$ cat config.mk
export PLATFORM = sky130hd
export DESIGN_NAME = bms_uart_frame_parser
export DESIGN_NICKNAME = d
export VERILOG_FILES = /design/src/hw/rtl/bmsfp_pkg.sv /design/src/hw/rtl/bmsfp_cfg.sv /design/src/hw/rtl/bmsfp_core.sv /design/src/hw/rtl/bmsfp_skid.sv /design/src/hw/rtl/bms_uart_frame_parser.sv
export VERILOG_INCLUDE_DIRS = /design/src /design/src/hw/rtl
export SDC_FILE = /design/constraint.sdc
export NUM_CORES = 1
export LEC_CHECK = 0
export BUFFER_PORTS_ARGS = -buffer_cell sky130_fd_sc_hd__buf_2
export CORE_MARGIN = 1.5
export CORE_UTILIZATION = 53
export DETAILED_ROUTE_END_ITERATION = 16
export PLACE_DENSITY_LB_ADDON = 0.05
export SKIP_CTS_REPAIR_TIMING = 1
export SLEW_MARGIN = 20
export SYNTH_ARGS = -nofsm -noshare
export SYNTH_HDL_FRONTEND = slang
export SYNTH_SLANG_ARGS = --single-unit
$ cat constraint.sdc
create_clock -name clk -period 5.15 [get_ports clk]
set_clock_uncertainty 0.2 [all_clocks]
set_input_delay 0.2575 -clock clk [delete_from_list [all_inputs] [get_ports clk]]
set_output_delay 0.2575 -clock clk [all_outputs]
set_load 0.02 [all_outputs]
$ cat src/hw/rtl/assert_macros.svh
// ----------------------------------------------------------------------------
// Assertion macros shared by the frame parser RTL.
// Each macro expects signals named clk and rst_n in the enclosing module.
// ----------------------------------------------------------------------------
`ifndef ASSERT_MACROS_SVH
`define ASSERT_MACROS_SVH

// Property checked on every rising clock edge outside reset.
`define BMSFP_ASSERT(lbl, prop, msg) \
    lbl: assert property (@(posedge clk) disable iff (!rst_n) (prop)) else $error(msg);

// Condition that must never be seen on a rising clock edge outside reset.
`define BMSFP_NEVER(lbl, cond, msg) \
    lbl: assert property (@(posedge clk) disable iff (!rst_n) !(cond)) else $error(msg);

`endif

$ cat src/hw/rtl/bmsfp_pkg.sv
// ----------------------------------------------------------------------------
// bmsfp_pkg
// Types and constants shared by the battery-management frame parser.
// ----------------------------------------------------------------------------
package bmsfp_pkg;

    localparam int CFG_IDX_W = 4;

    localparam logic [CFG_IDX_W-1:0] CFG_IDX_HEADER = CFG_IDX_W'(0);
    localparam logic [CFG_IDX_W-1:0] CFG_IDX_SUFFIX = CFG_IDX_W'(1);

    localparam logic [7:0] HEADER_RESET = 8'hDD;
    localparam logic [7:0] SUFFIX_RESET = 8'h77;

    typedef enum logic [2:0] {
        EV_HUNT    = 3'd0,
        EV_FIELD   = 3'd1,
        EV_PAYLOAD = 3'd2,
        EV_OK      = 3'd3,
        EV_STATUS  = 3'd4,
        EV_CKSUM   = 3'd5,
        EV_SUFFIX  = 3'd6
    } event_t;

    typedef struct packed {
        logic [7:0] header_byte;
        logic [7:0] suffix_byte;
    } cfg_t;

    typedef struct packed {
        event_t     ev;
        logic [7:0] payload_byte;
        logic [7:0] payload_index;
        logic [7:0] command_id;
        logic [7:0] device_status;
        logic [7:0] payload_length;
    } result_t;

endpackage

$ cat src/hw/rtl/bmsfp_cfg.sv
// ----------------------------------------------------------------------------
// bmsfp_cfg
// Configuration registers: header and suffix byte values.
// ----------------------------------------------------------------------------
module bmsfp_cfg (
    input  logic                           clk,
    input  logic                           rst_n,
    input  logic                           cfg_valid,
    output logic                           cfg_ready,
    input  logic [bmsfp_pkg::CFG_IDX_W-1:0] cfg_index,
    input  logic [7:0]                     cfg_data,
    output bmsfp_pkg::cfg_t                cfg
);
    import bmsfp_pkg::*;

    logic [7:0] header_reg;
    logic [7:0] suffix_reg;
    logic       wr_en;

    assign cfg_ready = 1'b1;
    assign wr_en     = cfg_valid && cfg_ready;

    // Writes to an index beyond the register list fall through and are dropped.
    always_ff @(posedge clk or negedge rst_n)
    begin
        if (!rst_n)
        begin
            header_reg <= HEADER_RESET;
            suffix_reg <= SUFFIX_RESET;
        end
        else if (wr_en)
        begin
            if (cfg_index == CFG_IDX_HEADER)
            begin
                header_reg <= cfg_data;
            end
            if (cfg_index == CFG_IDX_SUFFIX)
            begin
                suffix_reg <= cfg_data;
            end
        end
    end

    assign cfg.header_byte = header_reg;
    assign cfg.suffix_byte = suffix_reg;

endmodule

$ cat src/hw/rtl/bmsfp_core.sv
// ----------------------------------------------------------------------------
// bmsfp_core
// Frame state machine: one received byte per beat, one result per byte.
// ----------------------------------------------------------------------------
module bmsfp_core (
    input  logic               clk,
    input  logic               rst_n,
    input  bmsfp_pkg::cfg_t    cfg,
    input  logic               byte_valid,
    input  logic [7:0]         rx_byte,
    output bmsfp_pkg::result_t res
);
    import bmsfp_pkg::*;

    `include "assert_macros.svh"

    typedef enum logic [7:0] {
        PH_HUNT    = 8'b0000_0001,
        PH_CMD     = 8'b0000_0010,
        PH_STATUS  = 8'b0000_0100,
        PH_LEN     = 8'b0000_1000,
        PH_PAYLOAD = 8'b0001_0000,
        PH_CK_HI   = 8'b0010_0000,
        PH_CK_LO   = 8'b0100_0000,
        PH_SUFFIX  = 8'b1000_0000
    } phase_t;

    phase_t      phase_reg,  phase_next;
    logic [7:0]  cmd_reg,    cmd_next;
    logic [7:0]  status_reg, status_next;
    logic [7:0]  length_reg, length_next;
    logic [7:0]  count_reg,  count_next;
    logic [15:0] sum_reg,    sum_next;

    event_t      ev;
    logic [7:0]  pbyte;
    logic [7:0]  pidx;
    logic [15:0] sum_add;
    logic [7:0]  count_inc;

    assign sum_add   = sum_reg + {8'd0, rx_byte};
    assign count_inc = count_reg + 8'd1;

    always_comb
    begin
        phase_next  = phase_reg;
        cmd_next    = cmd_reg;
        status_next = status_reg;
        length_next = length_reg;
        count_next  = count_reg;
        sum_next    = sum_reg;
        ev          = EV_HUNT;
        pbyte       = 8'd0;
        pidx        = 8'd0;

        unique case (phase_reg)
            PH_HUNT:
            begin
                if (rx_byte == cfg.header_byte)
                begin
                    cmd_next    = 8'd0;
                    status_next = 8'd0;
                    length_next = 8'd0;
                    count_next  = 8'd0;
                    sum_next    = 16'd0;
                    phase_next  = PH_CMD;
                    ev          = EV_FIELD;
                end
            end
            PH_CMD:
            begin
                cmd_next   = rx_byte;
                phase_next = PH_STATUS;
                ev         = EV_FIELD;
            end
            PH_STATUS:
            begin
                status_next = rx_byte;
                if (rx_byte != 8'd0)
                begin
                    phase_next = PH_HUNT;
                    ev         = EV_STATUS;
                end
                else
                begin
                    phase_next = PH_LEN;
                    ev         = EV_FIELD;
                end
            end
            PH_LEN:
            begin
                length_next = rx_byte;
                count_next  = 8'd0;
                ev          = EV_FIELD;
                // With no payload the negated sum is zero, so the sum simply clears.
                sum_next    = {8'd0, rx_byte};
                phase_next  = (rx_byte == 8'd0) ? PH_CK_HI : PH_PAYLOAD;
            end
            PH_PAYLOAD:
            begin
                pbyte      = rx_byte;
                pidx       = count_reg;
                ev         = EV_PAYLOAD;
                count_next = count_inc;
                if (count_inc == length_reg)
                begin
                    sum_next   = ~sum_add + 16'd1;
                    phase_next = PH_CK_HI;
                end
                else
                begin
                    sum_next = sum_add;
                end
            end
            PH_CK_HI:
            begin
                if (rx_byte == sum_reg[15:8])
                begin
                    phase_next = PH_CK_LO;
                    ev         = EV_FIELD;
                end
                else
                begin
                    phase_next = PH_HUNT;
                    ev         = EV_CKSUM;
                end
            end
            PH_CK_LO:
            begin
                if (rx_byte == sum_reg[7:0])
                begin
                    phase_next = PH_SUFFIX;
                    ev         = EV_FIELD;
                end
                else
                begin
                    phase_next = PH_HUNT;
                    ev         = EV_CKSUM;
                end
            end
            PH_SUFFIX:
            begin
                ev         = (rx_byte == cfg.suffix_byte) ? EV_OK : EV_SUFFIX;
                phase_next = PH_HUNT;
            end
            default:
            begin
                phase_next = PH_HUNT;
            end
        endcase
    end

    always_ff @(posedge clk or negedge rst_n)
    begin
        if (!rst_n)
        begin
            phase_reg  <= PH_HUNT;
            cmd_reg    <= 8'd0;
            status_reg <= 8'd0;
            length_reg <= 8'd0;
            count_reg  <= 8'd0;
            sum_reg    <= 16'd0;
        end
        else if (byte_valid)
        begin
            phase_reg  <= phase_next;
            cmd_reg    <= cmd_next;
            status_reg <= status_next;
            length_reg <= length_next;
            count_reg  <= count_next;
            sum_reg    <= sum_next;
        end
    end

    assign res.ev             = ev;
    assign res.payload_byte   = pbyte;
    assign res.payload_index  = pidx;
    assign res.command_id     = cmd_next;
    assign res.device_status  = status_next;
    assign res.payload_length = length_next;

    `BMSFP_ASSERT(a_payload_count_in_range,
        (phase_reg == PH_PAYLOAD) |-> (count_reg < length_reg),
        "payload byte count reached the declared length inside the payload")
    `BMSFP_ASSERT(a_suffix_returns_to_hunt,
        (byte_valid && phase_reg == PH_SUFFIX) |=> (phase_reg == PH_HUNT),
        "parser did not return to hunting after the suffix byte")
    `BMSFP_ASSERT(a_hunt_event,
        (byte_valid && phase_reg == PH_HUNT) |=>
            ((phase_reg == PH_HUNT && cmd_reg == $past(cmd_reg)) ||
             (phase_reg == PH_CMD && cmd_reg == 8'd0 && sum_reg == 16'd0)),
        "a byte taken while hunting changed the held frame fields")

endmodule

$ cat src/hw/rtl/bmsfp_skid.sv
// ----------------------------------------------------------------------------
// bmsfp_skid
// Output register with a skid entry, so a beat can be taken while the
// previous result is stalled.
// ----------------------------------------------------------------------------
module bmsfp_skid (
    input  logic               clk,
    input  logic               rst_n,
    input  logic               push_valid,
    output logic               push_stall,
    input  bmsfp_pkg::result_t push_data,
    output logic               pop_valid,
    input  logic               pop_stall,
    output bmsfp_pkg::result_t pop_data
);
    import bmsfp_pkg::*;

    `include "assert_macros.svh"

    result_t main_reg;
    result_t skid_reg;
    logic    main_valid_reg;
    logic    skid_valid_reg;
    logic    push_take;
    logic    pop_take;

    assign push_stall = skid_valid_reg;
    assign push_take  = push_valid && !push_stall;
    assign pop_take   = main_valid_reg && !pop_stall;

    always_ff @(posedge clk or negedge rst_n)
    begin
        if (!rst_n)
        begin
            main_valid_reg <= 1'b0;
            skid_valid_reg <= 1'b0;
        end
        else if (skid_valid_reg)
        begin
            if (pop_take)
            begin
                skid_valid_reg <= 1'b0;
            end
        end
        else if (push_take)
        begin
            if (main_valid_reg && !pop_take)
            begin
                skid_valid_reg <= 1'b1;
            end
            else
            begin
                main_valid_reg <= 1'b1;
            end
        end
        else if (pop_take)
        begin
            main_valid_reg <= 1'b0;
        end
    end

    // The payload registers carry no reset; only the valid flags matter.
    always_ff @(posedge clk)
    begin
        if (skid_valid_reg)
        begin
            if (pop_take)
            begin
                main_reg <= skid_reg;
            end
        end
        else if (push_take)
        begin
            if (main_valid_reg && !pop_take)
            begin
                skid_reg <= push_data;
            end
            else
            begin
                main_reg <= push_data;
            end
        end
    end

    assign pop_valid = main_valid_reg;
    assign pop_data  = main_reg;

    `BMSFP_NEVER(a_skid_without_main,
        skid_valid_reg && !main_valid_reg,
        "skid entry holds a result while the output register is empty")
    `BMSFP_ASSERT(a_push_into_skid,
        (push_take && main_valid_reg && !pop_take) |=> skid_valid_reg,
        "a beat taken against a stalled output was not kept in the skid entry")
    `BMSFP_ASSERT(a_skid_drains_on_pop,
        (skid_valid_reg && pop_take) |=>
            (!skid_valid_reg && main_valid_reg && main_reg == $past(skid_reg)),
        "skid entry did not move into the output register")

endmodule

$ cat src/hw/rtl/bms_uart_frame_parser.sv
// ----------------------------------------------------------------------------
// bms_uart_frame_parser
// Byte-serial parser for battery-management response frames.
// ----------------------------------------------------------------------------
// Takes one received byte per beat and returns exactly one result per byte
// from an output register. A new byte can be taken every cycle while in_stall
// is low: the frame state machine updates in the same cycle that it takes the
// byte, and a two-entry output buffer (output register plus skid entry) lets
// one more byte in while the output side stalls; in_stall rises only when both
// entries hold results. Header and suffix byte values are written through the
// configuration port while no byte is in flight; the user must ensure this.
module bms_uart_frame_parser (
    input  logic                            clk,
    input  logic                            rst_n,
    input  logic                            cfg_valid,
    output logic                            cfg_ready,
    input  logic [bmsfp_pkg::CFG_IDX_W-1:0] cfg_index,
    input  logic [7:0]                      cfg_data,
    input  logic                            in_valid,
    output logic                            in_stall,
    input  logic [7:0]                      rx_byte,
    output logic                            out_valid,
    input  logic                            out_stall,
    output logic [2:0]                      event_res,
    output logic [7:0]                      payload_byte,
    output logic [7:0]                      payload_index,
    output logic [7:0]                      command_id,
    output logic [7:0]                      device_status,
    output logic [7:0]                      payload_length
);
    import bmsfp_pkg::*;

    cfg_t    cfg;
    result_t core_res;
    result_t out_res;
    logic    byte_take;

    assign byte_take = in_valid && !in_stall;

    bmsfp_cfg u_cfg (
        .clk       (clk),
        .rst_n     (rst_n),
        .cfg_valid (cfg_valid),
        .cfg_ready (cfg_ready),
        .cfg_index (cfg_index),
        .cfg_data  (cfg_data),
        .cfg       (cfg)
    );

    bmsfp_core u_core (
        .clk        (clk),
        .rst_n      (rst_n),
        .cfg        (cfg),
        .byte_valid (byte_take),
        .rx_byte    (rx_byte),
        .res        (core_res)
    );

    bmsfp_skid u_skid (
        .clk        (clk),
        .rst_n      (rst_n),
        .push_valid (in_valid),
        .push_stall (in_stall),
        .push_data  (core_res),
        .pop_valid  (out_valid),
        .pop_stall  (out_stall),
        .pop_data   (out_res)
    );

    assign event_res      = 3'(out_res.ev);
    assign payload_byte   = out_res.payload_byte;
    assign payload_index  = out_res.payload_index;
    assign command_id     = out_res.command_id;
    assign device_status  = out_res.device_status;
    assign payload_length = out_res.payload_length;

endmodule
---- Word-level counts from Yosys, hierarchy flattened ----
Cells that the tools add are included.
word-level totals
  output and inout port bits .............. 46
  logic and storage cells ................. 103
  register bits after elaboration ......... 160
operators by class
  equal/unequal tests ..................... 19
  multiplexer cells ....................... 37
  reductions and logical operators ........ 20
  add/subtract/negate cells ............... 3
  bitwise logic cells ..................... 2
operators by type and width
  operator                 number
  $mux W43                 4
  $mux W8                  9
  $pmux W8 S7              1
  $pmux W16 S3             1
  $pmux W8 S2              3
  $eq A8 B8 Y1             5
  $mux W16                 2
  $pmux W8 S3              1
  $pmux W3 S7              1
  $add A16 B1 Y16 const B  1
  $add A16 B8 Y16          1
  $not A16 Y16             1
  $reduce_and A3 Y1        5
  $mux W3                  4
  $add A8 B1 Y8 const B    1
  $eq A8 B1 Y1 const B     1
  $eq A8 B2 Y1 const B     1
  $eq A8 B3 Y1 const B     1
  $eq A8 B4 Y1 const B     1
  $eq A8 B5 Y1 const B     1
  $eq A8 B6 Y1 const B     1
  $eq A8 B7 Y1 const B     1
  $eq A8 B8 Y1 const B     1
  $logic_not A8 Y1         1
  other kinds (16)         32

---- Logic depth before layout (Yosys ltp) ----
Gate-level depths: netlist of the first run.
  depth in word-level cells ............... 7
  depth in mapped cells ................... 11

---- Hierarchy ----
A second synthesis of the first run with hierarchy kept.
unflattened totals
  cells, all modules ...................... 739
  area total of the unflattened synthesis .. 8655.8 sq um
modules (own cells, without submodules)
  module                 instances  area each (sq um)  cells each
  bmsfp_core             1          4629.4             554
  bmsfp_skid             1          3315.7             146
  bmsfp_cfg              1          696.9              38
  bms_uart_frame_parser  1          13.8               1

---- Least setup slack after synthesis of the first run ----
Ideal clock, no wire load.
  path kind ............................... reg2reg
  start point ............................. register u_skid.skid_valid_reg, in the netlist u_skid.push_stall
  end point ............................... register u_skid.main_reg (netlist bit u_skid.pop_data[0]) (enable)
  library setup time ...................... 0.458 ns
  cell stages (with the launch flop) ...... 5
  arrival time ............................ 3.366 ns
  period minus slack after synthesis ...... 4.024 ns
  slack ................................... 1.126 ns
  cell sequence ........................... dfrtp_1 clkbuf_1 clkbuf_1 a21oi_1 a21oi_1
on the way
  longest elaborated chain between the ends .. 4
RTL lines
  element                          line              RTL
  from (decl)                      bmsfp_skid.sv:23  logic skid_valid_reg;
  from (signal assigned)           bmsfp_skid.sv:36  skid_valid_reg <= 1'b0;
  from (signal assigned)           bmsfp_skid.sv:42  skid_valid_reg <= 1'b0;
  from (signal assigned)           bmsfp_skid.sv:49  skid_valid_reg <= 1'b1;
  $logic_not A1 Y1                 bmsfp_skid.sv:28  assign push_take = push_valid && !push_stall;
  $logic_and A1 B1 Y1              bmsfp_skid.sv:28
  $reduce_bool A2 Y1 (no line)     n/a
  $reduce_and A3 Y1 (no line) (*)  n/a
  to (signal assigned)             bmsfp_skid.sv:69  main_reg <= skid_reg;
  to (signal assigned)             bmsfp_skid.sv:80  main_reg <= push_data;
  to (decl)                        bmsfp_skid.sv:20  result_t main_reg;
Every way passes the cells marked *; elsewhere a longest branch is shown, timed or not.
A chain may end at the register's enable or synchronous reset.

---- Final worst setup path of the first run ----
  start point ............................. register u_core.sum_reg[0]
  end point ............................... register u_core.sum_reg[11]
on the way
  longest elaborated chain between the ends .. 5
RTL lines
  element                 line               RTL
  from (decl)             bmsfp_core.sv:33   logic [15:0] sum_reg, sum_next;
  from (signal assigned)  bmsfp_core.sv:171  sum_reg <= sum_next;
  $add A16 B8 Y16 (*)     bmsfp_core.sv:41   assign sum_add = sum_reg + {8'd0, rx_byte};
  $not A16 Y16            bmsfp_core.sv:107  sum_next = ~sum_add + 16'd1;
  $add A16 B1 Y16         bmsfp_core.sv:107
  $mux W16 (*)            bmsfp_core.sv:105  if (count_inc == length_reg)
  $pmux W16 S3 (*)        bmsfp_core.sv:56   unique case (phase_reg)
Marks and branches as above.

==> results of run 1 <==
synth_stat cells, drive strengths merged (3+ instances only):
master / number
and3: 15
nor4: 9
a22o: 9
nor2: 52
o211ai: 6
a21oi: 25
xnor2: 48
nor3: 13
mux2i: 3
ha: 10
xor2: 11
a21o: 13
mux2: 61
a31oi: 11
a22oi: 10
buf: 11
edfxtp: 86
dfrtp: 61
or3: 8
nand2b: 6
o21ai: 37
clkbuf: 32
nand3b: 3
o31ai: 4
dfstp: 13
nand2: 107
nand4: 11
or4: 3
inv: 14
nand3: 22
and2: 18
cell usage in the layout (no fill, tap or decap), types with 13 or more instances in the layout:
cell type | synthesis | final
a21oi_1 | 23 | 22
and2_1 | 18 | 18
and3_1 | 14 | 13
buf_2 | 5 | 69
clkbuf_16 | 0 | 17
dfrtp_1 | 61 | 60
dfstp_2 | 13 | 13
edfxtp_1 | 86 | 86
inv_1 | 14 | 14
mux2_2 | 61 | 61
nand2_1 | 107 | 107
nand3_1 | 22 | 22
nor2_1 | 51 | 51
nor3_1 | 13 | 13
o21ai_0 | 36 | 36
xnor2_1 | 48 | 48
stage by stage:
stage / hold WS (ns) / cell area (um2) / std cells / setup WS [ns] / util (%)
2_1_floorplan: -0.238 / 8310 / 764 / 1.13 / -
3_3_place_gp: 0.128 / 8810 / 1008 / 1.41 / 57.8
3_5_place_dp: 0.147 / 8810 / 1008 / 1.31 / 57.8
4_1_cts: -0.327 / 9380 / 1040 / 1.43 / 61.5
5_1_grt: 0.0933 / 9490 / 1051 / 1.19 / 62.2
6_report: 0.0843 / 9490 / 1051 / 1.36 / 62.2
layer usage:
layer  track usage (%)  share of wire (%)  up-vias
met4              7.47                1.3        0
li1                  -                  -     2881
met5                 0                  0        -
met1              33.2                 47     2989
met3              4.42                4.6       19
met2              38.3                 47      167
cell families (layout without fill, tap and decap cells):
kind of cell    after synthesis  in the layout  share of synthesized area [%]
compound gates              131            131                           10.4
xor+xnor                     59             59                           6.22
fa+ha+maj                    11             11                           1.75
buf+inv                      57            133                           2.79
flops                       160            160                           53.6
mux                          64             64                           8.63
other cells                   1              1                         0.0451
simple gates                281            281                           16.6
worst min-delay path, delay by kind of cell:
family | cells | cell delay, ns
AND/OR/NAND/NOR | 1 | 0.12
AO/OA/AOI/OAI | 1 | 0.09
buffers and inverters | 1 | 0.20
power groups by stage:
stage / combinational (mW) / clock, mW / sequential (mW)
4_1_cts: 1.30 / 1.25 / 2.01
2_1_floorplan: 0.778 / 0 / 2.16
3_5_place_dp: 1.30 / 0 / 2.04
3_3_place_gp: 1.26 / 0 / 2.02
5_1_grt: 1.43 / 1.30 / 2.05
6_report: 1.30 / 1.23 / 2.01
layout make-up:
cell class                 count  area, um2
timing repair buffer          87        508
multi-input combinational    547       3650
inverter                      14       52.6
sequential                   160       4450
fill                        1227       5760
clock inverter                13        139
clock buffer                  19        433
tap                          211        264
final timing paths:
path,endpoint,slack (ns),startpoint
min in group asynchronous,u_core.sum_reg[8]$_DFFE_PN0P_,0.20,rst_n
setup reg to reg,u_core.sum_reg[11]$_DFFE_PN0P_,1.36,u_core.sum_reg[0]$_DFFE_PN0P_
max in group asynchronous,u_core.status_reg[3]$_DFFE_PN0P_,3.47,rst_n
setup / recovery,u_core.sum_reg[11]$_DFFE_PN0P_,1.36,u_core.sum_reg[0]$_DFFE_PN0P_
hold / removal,u_core.cmd_reg[5]$_DFFE_PN0P_,0.08,rx_byte[5]
hold reg to reg,u_core.status_reg[0]$_DFFE_PN0P_,0.28,u_core.status_reg[0]$_DFFE_PN0P_
==> impl_summary.txt, run 1 <==
----------------------------------------------------
[Power]
  Share of power burned in combinational logic ... 28.6%
  Int Power ... 3.04 mW
  Clock share of power ... 27.1%
  Power Dens Cells ... 478 nW/um2
  Standby leakage power ... 3.87 nW
  Reported net switching power ... 1.50 mW
  Peak supply drop ... 0.000263 V
  Total power consumption of the routed design ... 4.54 mW
  Sequential share of power ... 44.3%
  Switching Fraction ... 33.1%

[Floorplan]
  Effective utilization at floorplan ... 54.4%
  Total die area ... 16,400 um2
  Row count ... 45
  Die Span X ... 128 um
  Top Ports ... 71
  Height of the die ... 128 um
  Core ar. ... 15,300 um2

[Critical path]
  Worst Setup End Kind ... register
  CP top delay family ... simple AND/OR/NAND/NOR gates
  Number of stages on the worst setup path ... 11
  Crit path cell chain ... ha_1, fa_1, a21o_1, or4_1, a21oi_2, o211ai_1, nor4_1, mux2_2, a22oi_1, a21oi_1, o21ai_0
  Depth of the worst register-to-register path ... 11
  Highest net fanout along the worst path ... 3
  CP Data Arrival Time ... 3.94 ns
  Class of the most critical setup path ... reg -> reg
  Largest stage delay on the critical path ... 0.58 ns
  Critical Path Source Type ... register
  Sum of buffers and inverters on the critical path ... 0
  Data required time at the worst endpoint ... 5.30 ns
  Highest-delay cell along the critical path ... nor4_1

[Global routing]
  GRT Resource Usage Total ... 23.9%
  GRT overflow ... 0
  Maximum number of pins on one net before global-route repair ... 50
  Global-route wire length before repair ... 30,300 um
  Vias in the first global route ... 5,888
  Number of antenna violations at the first check in global routing ... 0

[Status]
  Outcome ... complete, no violations

[Clock tree]
  Clock net sink count ... 160
  Depth of the CTS H-tree ... 4
  CTS clk-pin slew, worst paths ... 0.06 ns
  CTS tree ... yes
  Latest clock arrival within the worst-skew pair ... 0.43 ns
  Cell at the root of the clock tree ... clkbuf_16
  Number of buffers added by the clock tree synthesis step ... 17
  Maximum buffer depth of the clock tree ... 2

[Timing]
  Peak Freq ... 264 MHz
  Number of slew-limit violations in the final report ... 0
  Worst slew margin relative to its limit ... 28.8%
  Transition time at the pin with the least slew margin ... 1.07 ns
  Minimum period implied by the final worst setup slack ... 3.79 ns
  Sum Neg Setup Slack ... 0 ns
  Unrepaired setup endpoints after global routing ... no
  Final clock period utilization by the worst path ... 73.6%
  Number of failing hold endpoints at the final stage ... 0
  Setup-failing EPs final ... 0

[Synth]
  Yosys warning total ... 0
  Cell taking the most area after synthesis ... edfxtp_1
  Top-area cell type share of the netlist area ... 31.1%
  Flip-flop cell with the highest count after synthesis ... edfxtp_1
  Post-Synthesis Cell Area ... 8310 um2
  Syn_nets ... 800
  Sequential share of the synthesized area ... 53.6%
  Synthesized netlist cell count ... 764
  Area contributors post-synth ... edfxtp_1 (31%), dfrtp_1 (18%), mux2_2 (8.3%)
  Total of flip-flops plus latches after synthesis ... 160
  Proportion of register bits with asynchronous set or reset after synthesis ... 46.3%
  Number of enable flip-flop cells after synthesis ... 86
  Avg Cell Area, Syn ... 10.9 um2
  Unique cell type count in the Yosys netlist ... 65

[Flow run]
  Number of maximum-capacitance violations ... 0

[Detailed routing]
  Via count ... 6,056
  Initial detailed-routing violation count ... 405
  Routed wire length ... 18,900 um
  Count of unresolved DRC violations after routing ... 0
  Post-DRT Antenna Nets ... 0
  Number of optimization iterations in the first detailed-route pass ... 5
  Avg WL per Cell ... 18.0 um
  Average via count per standard cell ... 5.76

[Hold path]
  Worst Hold Class ... in -> reg
  WHS Path Cells ... 3

[Place]
  Detailed placer's ending HPWL ... 12,800 um
  Placer congestion estimate ... 0.898
  Number of port buffers ... 69

[Finish]
  Synth-to-layout area growth ... 14.3%
  Count of antenna diodes in the layout ... 0
  Fraction of layout instances using a drive strength above 1 ... 22.9%
  Number of nets in the final layout ... 863

----------------------------------------------------
(Power assumes the default switching activity.)
==> inputs of run 2 (changes only) <==
==> constraint.sdc (replaced) <==
create_clock -name clk -period 3.8 [get_ports clk]
set_clock_uncertainty 0.2 [all_clocks]
set_input_delay 0.19 -clock clk [delete_from_list [all_inputs] [get_ports clk]]
set_output_delay 0.19 -clock clk [all_outputs]
set_load 0.02 [all_outputs]
==> impl_summary.txt, run 2 (same netlist as run 1, synthesis figures left out) <==
----------------------------------------------------
[Finish]
  Most common library cell in the layout ignoring fill and taps ... nand2_1
  Number of nets in the final layout ... 880
  Post-Layout Cell Count ... 1,068
  Count of antenna diodes in the layout ... 0
  Highest-count cells in the layout ignoring fill and taps ... nand2_1 (107), edfxtp_1 (86), buf_2 (69)
  Fraction of layout instances using a drive strength above 1 ... 25.0%
  Synth-to-layout area growth ... 16.1%
  End-of-flow core utilization ... 63.2%

[Critical path]
  Launch point of the worst reg-to-reg path ... u_core.sum_reg[0]$_DFFE_PN0P_
  Largest stage delay on the critical path ... 0.52 ns
  Worst Setup End Kind ... register
  Last element of the critical path ... u_core.sum_reg[14]$_DFFE_PN0P_
  Number of stages on the worst setup path ... 11
  Launching element of the worst setup path ... u_core.sum_reg[0]$_DFFE_PN0P_
  Highest net fanout along the worst path ... 3
  Sum of buffers and inverters on the critical path ... 0
  Crit path cell chain ... ha_1, fa_1, a21o_1, or4_1, a21oi_2, nor2_2, nor4_4, or4b_1, mux2i_1, a21oi_1, o311ai_2
  Data required time at the worst endpoint ... 3.93 ns
  Highest-delay cell along the critical path ... or4_1
  CP top delay family ... simple AND/OR/NAND/NOR gates
  Class of the most critical setup path ... reg -> reg
  CP Data Arrival Time ... 3.74 ns
  Critical Path Source Type ... register
  Critical register-to-register path endpoint ... u_core.sum_reg[14]$_DFFE_PN0P_
  Depth of the worst register-to-register path ... 11
  Minimum setup slack among reg-to-reg paths ... 0.19 ns

[Place]
  Placer congestion estimate ... 0.989
  Detailed placer's ending HPWL ... 13,200 um
  Number of port buffers ... 69
  Number of placed cells counting well taps ... 1,025

[Clock tree]
  Clock net sink count ... 160
  Depth of the CTS H-tree ... 4
  Latest clock arrival within the worst-skew pair ... 0.43 ns
  Number of buffers added by the clock tree synthesis step ... 17
  Maximum buffer depth of the clock tree ... 2
  CTS tree ... yes
  CTS clk-pin slew, worst paths ... 0.07 ns
  Cell at the root of the clock tree ... clkbuf_16

[Timing]
  Setup-failing EPs final ... 0
  Final clock period utilization by the worst path ... 95.0%
  Sum Neg Setup Slack ... 0 ns
  Number of slew-limit violations in the final report ... 0
  Transition time at the pin with the least slew margin ... 0.938 ns
  Number of failing hold endpoints at the final stage ... 0
  Minimum period implied by the final worst setup slack ... 3.61 ns
  Unrepaired setup endpoints after global routing ... no
  Peak Freq ... 277 MHz
  Worst slew margin relative to its limit ... 37.1%

[Detailed routing]
  Initial detailed-routing violation count ... 509
  Post-DRT Antenna Nets ... 0
  Average via count per standard cell ... 5.79
  Via count ... 6,182
  Number of optimization iterations in the first detailed-route pass ... 5
  Avg WL per Cell ... 18.3 um
  Routed wire length ... 19,600 um
  Count of unresolved DRC violations after routing ... 0

[Floorplan]
  Height of the die ... 128 um
  Effective utilization at floorplan ... 54.4%
  Top Ports ... 71
  Total die area ... 16,400 um2
  Core ar. ... 15,300 um2
  Die Span X ... 128 um
  Row count ... 45

[Power]
  Standby leakage power ... 3.97 nW
  Power Dens Cells ... 646 nW/um2
  Peak supply drop ... 0.000353 V
  Total power consumption of the routed design ... 6.23 mW

[Global routing]
  GRT overflow ... 0
  Global-route wire length before repair ... 31,100 um
  Number of antenna violations at the first check in global routing ... 0
  GRT Resource Usage Total ... 24.6%
  Maximum number of pins on one net before global-route repair ... 39
  Vias in the first global route ... 5,929

[Flow run]
  Number of maximum-capacitance violations ... 0

[Status]
  Outcome ... complete, no violations

[Hold path]
  Worst Hold Class ... in -> reg

----------------------------------------------------
-- run 2: layout make-up --
| class | instances | area (um2) |
|---|---|---|
| tap | 211 | 264 |
| sequential | 160 | 4450 |
| inverter | 14 | 52.6 |
| timing repair buffer | 104 | 648 |
| fill | 1229 | 5620 |
| clock buffer | 17 | 425 |
| clock inverter | 15 | 150 |
| multi-input combinational | 547 | 3650 |
-- run 2: tightest hold or removal path, delay by kind of cell --
kind,cells,cell delay (ns)
buffers and inverters,2,0.30
AND/OR/NAND/NOR,2,0.12
-- run 2: worst min path at each step --
stage                   from                         endpoint  slack [ns]  depth (start not counted)
finish              in_valid     u_skid.pop_valid$_DFFE_PN0P_        0.03                          4
detailed placement     rst_n   u_core.sum_reg[11]$_DFFE_PN0P_        0.17                          1
global placement       rst_n   u_core.sum_reg[11]$_DFFE_PN0P_        0.17                          1
CTS                    rst_n   u_core.sum_reg[10]$_DFFE_PN0P_       -0.29                          1
floorplan              rst_n  u_cfg.header_reg[1]$_DFFE_PN0P_       -0.31                          0
global route        in_valid     u_skid.pop_valid$_DFFE_PN0P_        0.04                          4
-- run 2: report_power, final --
| part | switching, mW | total, mW | internal (mW) |
|---|---|---|---|
| clock | 0.760 | 1.68 | 0.922 |
| combinational | 1.12 | 1.87 | 0.748 |
| sequential | 0.249 | 2.68 | 2.44 |
-- run 2: metrics by stage --
stage,setup WS (ns),hold slack [ns],area [um2]
detailed placement,0.215,0.170,8950
CTS,0.202,-0.292,9530
global route,0.0290,0.0402,9640
global placement,0.237,0.166,8950
finish,0.189,0.0258,9640
floorplan,0.348,-0.306,8310
-- run 2: routing by layer --
| layer | part of all wire, % | GRT usage (%) | wire (um) |
|---|---|---|---|
| met2 | 47 | 39.8 | 9160 |
| met1 | 47 | 34.8 | 9170 |
| met4 | 1.2 | 7.27 | 238 |
| met3 | 5.1 | 3.51 | 1000 |
| met5 | 0 | 0 | 0 |
==> inputs of run 3 (changes only) <==
--- a/config.mk
+++ b/config.mk
@@ -16,3 +16,4 @@
 export SYNTH_ARGS = -nofsm -noshare
 export SYNTH_HDL_FRONTEND = slang
 export SYNTH_SLANG_ARGS = --single-unit
+export TNS_END_PERCENT = 1
==> constraint.sdc (replaced) <==
create_clock -name clk -period 4.35 [get_ports clk]
set_clock_uncertainty 0.2 [all_clocks]
set_input_delay 0.2175 -clock clk [delete_from_list [all_inputs] [get_ports clk]]
set_output_delay 0.2175 -clock clk [all_outputs]
set_load 0.02 [all_outputs]
==> impl_summary.txt, run 3 (same netlist as run 1, synthesis figures left out) <==
----------------------------------------------------
[Detailed routing]
  Routed wire length ... 19,400 um
  Initial detailed-routing violation count ... 485
  Count of unresolved DRC violations after routing ... 0
  Via count ... 6,101
  Avg WL per Cell ... 18.3 um
  Post-DRT Antenna Nets ... 0
  Average via count per standard cell ... 5.76
  Number of optimization iterations in the first detailed-route pass ... 5

[Critical path]
  Class of the most critical setup path ... reg -> reg
  Depth of the worst register-to-register path ... 11
  Data required time at the worst endpoint ... 4.50 ns
  Critical Path Source Type ... register
  Worst Setup End Kind ... register
  Highest net fanout along the worst path ... 3
  CP Data Arrival Time ... 3.91 ns

[Timing]
  Worst slew margin relative to its limit ... 28.0%
  Number of slew-limit violations in the final report ... 0
  Minimum period implied by the final worst setup slack ... 3.76 ns
  Final clock period utilization by the worst path ... 86.5%
  Transition time at the pin with the least slew margin ... 1.08 ns
  Number of failing hold endpoints at the final stage ... 0
  Setup-failing EPs final ... 0
  Sum Neg Setup Slack ... 0 ns
  Unrepaired setup endpoints after global routing ... no
  Peak Freq ... 266 MHz

[Clock tree]
  Number of buffers added by the clock tree synthesis step ... 17
  Cell at the root of the clock tree ... clkbuf_16
  Clock net sink count ... 160
  CTS tree ... yes
  Depth of the CTS H-tree ... 4
  Maximum buffer depth of the clock tree ... 2
  Latest clock arrival within the worst-skew pair ... 0.43 ns
  CTS clk-pin slew, worst paths ... 0.06 ns

[Floorplan]
  Row count ... 45
  Die Span X ... 128 um
  Effective utilization at floorplan ... 54.4%
  Height of the die ... 128 um
  Top Ports ... 71
  Core ar. ... 15,300 um2
  Total die area ... 16,400 um2

[Finish]
  End-of-flow core utilization ... 62.7%
  Fraction of layout instances using a drive strength above 1 ... 24.0%
  Synth-to-layout area growth ... 15.1%
  Most common library cell in the layout ignoring fill and taps ... nand2_1
  Highest-count cells in the layout ignoring fill and taps ... nand2_1 (107), edfxtp_1 (86), buf_2 (69)
  Number of nets in the final layout ... 872
  Count of antenna diodes in the layout ... 0

[Global routing]
  GRT Resource Usage Total ... 24.7%
  Number of antenna violations at the first check in global routing ... 0
  Global-route wire length before repair ... 31,100 um
  Maximum number of pins on one net before global-route repair ... 50
  GRT overflow ... 0
  Vias in the first global route ... 5,864

[Power]
  Standby leakage power ... 3.92 nW
  Power Dens Cells ... 564 nW/um2
  Total power consumption of the routed design ... 5.39 mW
  Peak supply drop ... 0.000545 V

[Place]
  Detailed placer's ending HPWL ... 13,000 um
  Placer congestion estimate ... 0.883
  Number of port buffers ... 69

[Hold path]
  Worst Hold Class ... in -> reg
  WHS Path Cells ... 4

[Flow run]
  Number of maximum-capacitance violations ... 0

[Status]
  Outcome ... complete, no violations

----------------------------------------------------
## run 3: critical path, stage by stage (launching register included)
cell and delay, ns:
dfrtp_1 0.38, ha_1 0.22, fa_1 0.43, a21o_1 0.20, or4_1 0.52, a21oi_2 0.19
o211ai_1 0.15, nor4_1 0.55, mux2_2 0.40, a22oi_1 0.18, a21oi_1 0.09, o21ai_0 0.17
## run 3: stage by stage
stage,hold slack (ns),setup slack (ns),area [um2],instances
finish,0.0517,0.589,9560,1060
global route,0.0482,0.343,9560,1060
CTS,-0.432,0.637,9450,1049
detailed placement,0.0223,0.524,8880,1017
global placement,0.0162,0.611,8880,1017
floorplan,-0.278,0.326,8310,764
## run 3: final timing paths
kind | from | end | slack [ns]
setup / recovery | u_core.sum_reg[0]$_DFFE_PN0P_ | u_core.sum_reg[11]$_DFFE_PN0P_ | 0.59
hold / removal | in_valid | u_skid.pop_valid$_DFFE_PN0P_ | 0.05
setup reg to reg | u_core.sum_reg[0]$_DFFE_PN0P_ | u_core.sum_reg[11]$_DFFE_PN0P_ | 0.59
hold reg to reg | u_core.status_reg[1]$_DFFE_PN0P_ | u_core.status_reg[1]$_DFFE_PN0P_ | 0.27
max in group asynchronous | rst_n | u_skid.push_stall$_DFF_PN0_ | 2.90
min in group asynchronous | rst_n | u_core.phase_reg[5]$_DFFE_PN0P_ | 0.15
## run 3: final cells by class
cell class / instances / area, um2
timing repair buffer: 96 / 576
sequential: 160 / 4450
tap: 211 / 264
clock inverter: 14 / 130
inverter: 14 / 52.6
clock buffer: 18 / 439
multi-input combinational: 547 / 3650
fill: 1255 / 5700
## run 3: report_power, final
group	total, mW	internal (mW)	switching [mW]
registers	2.39	2.13	0.261
logic	1.55	0.631	0.921
clock network	1.45	0.812	0.635
## run 3: metal layers
layer | routed length [um] | vias up | global-route usage, %
li1 | - | 2902 | -
met2 | 9010 | 184 | 38.6
met1 | 9210 | 2991 | 35.7
met3 | 943 | 24 | 4.67
met4 | 221 | 0 | 6.21
met5 | 0 | - | 0
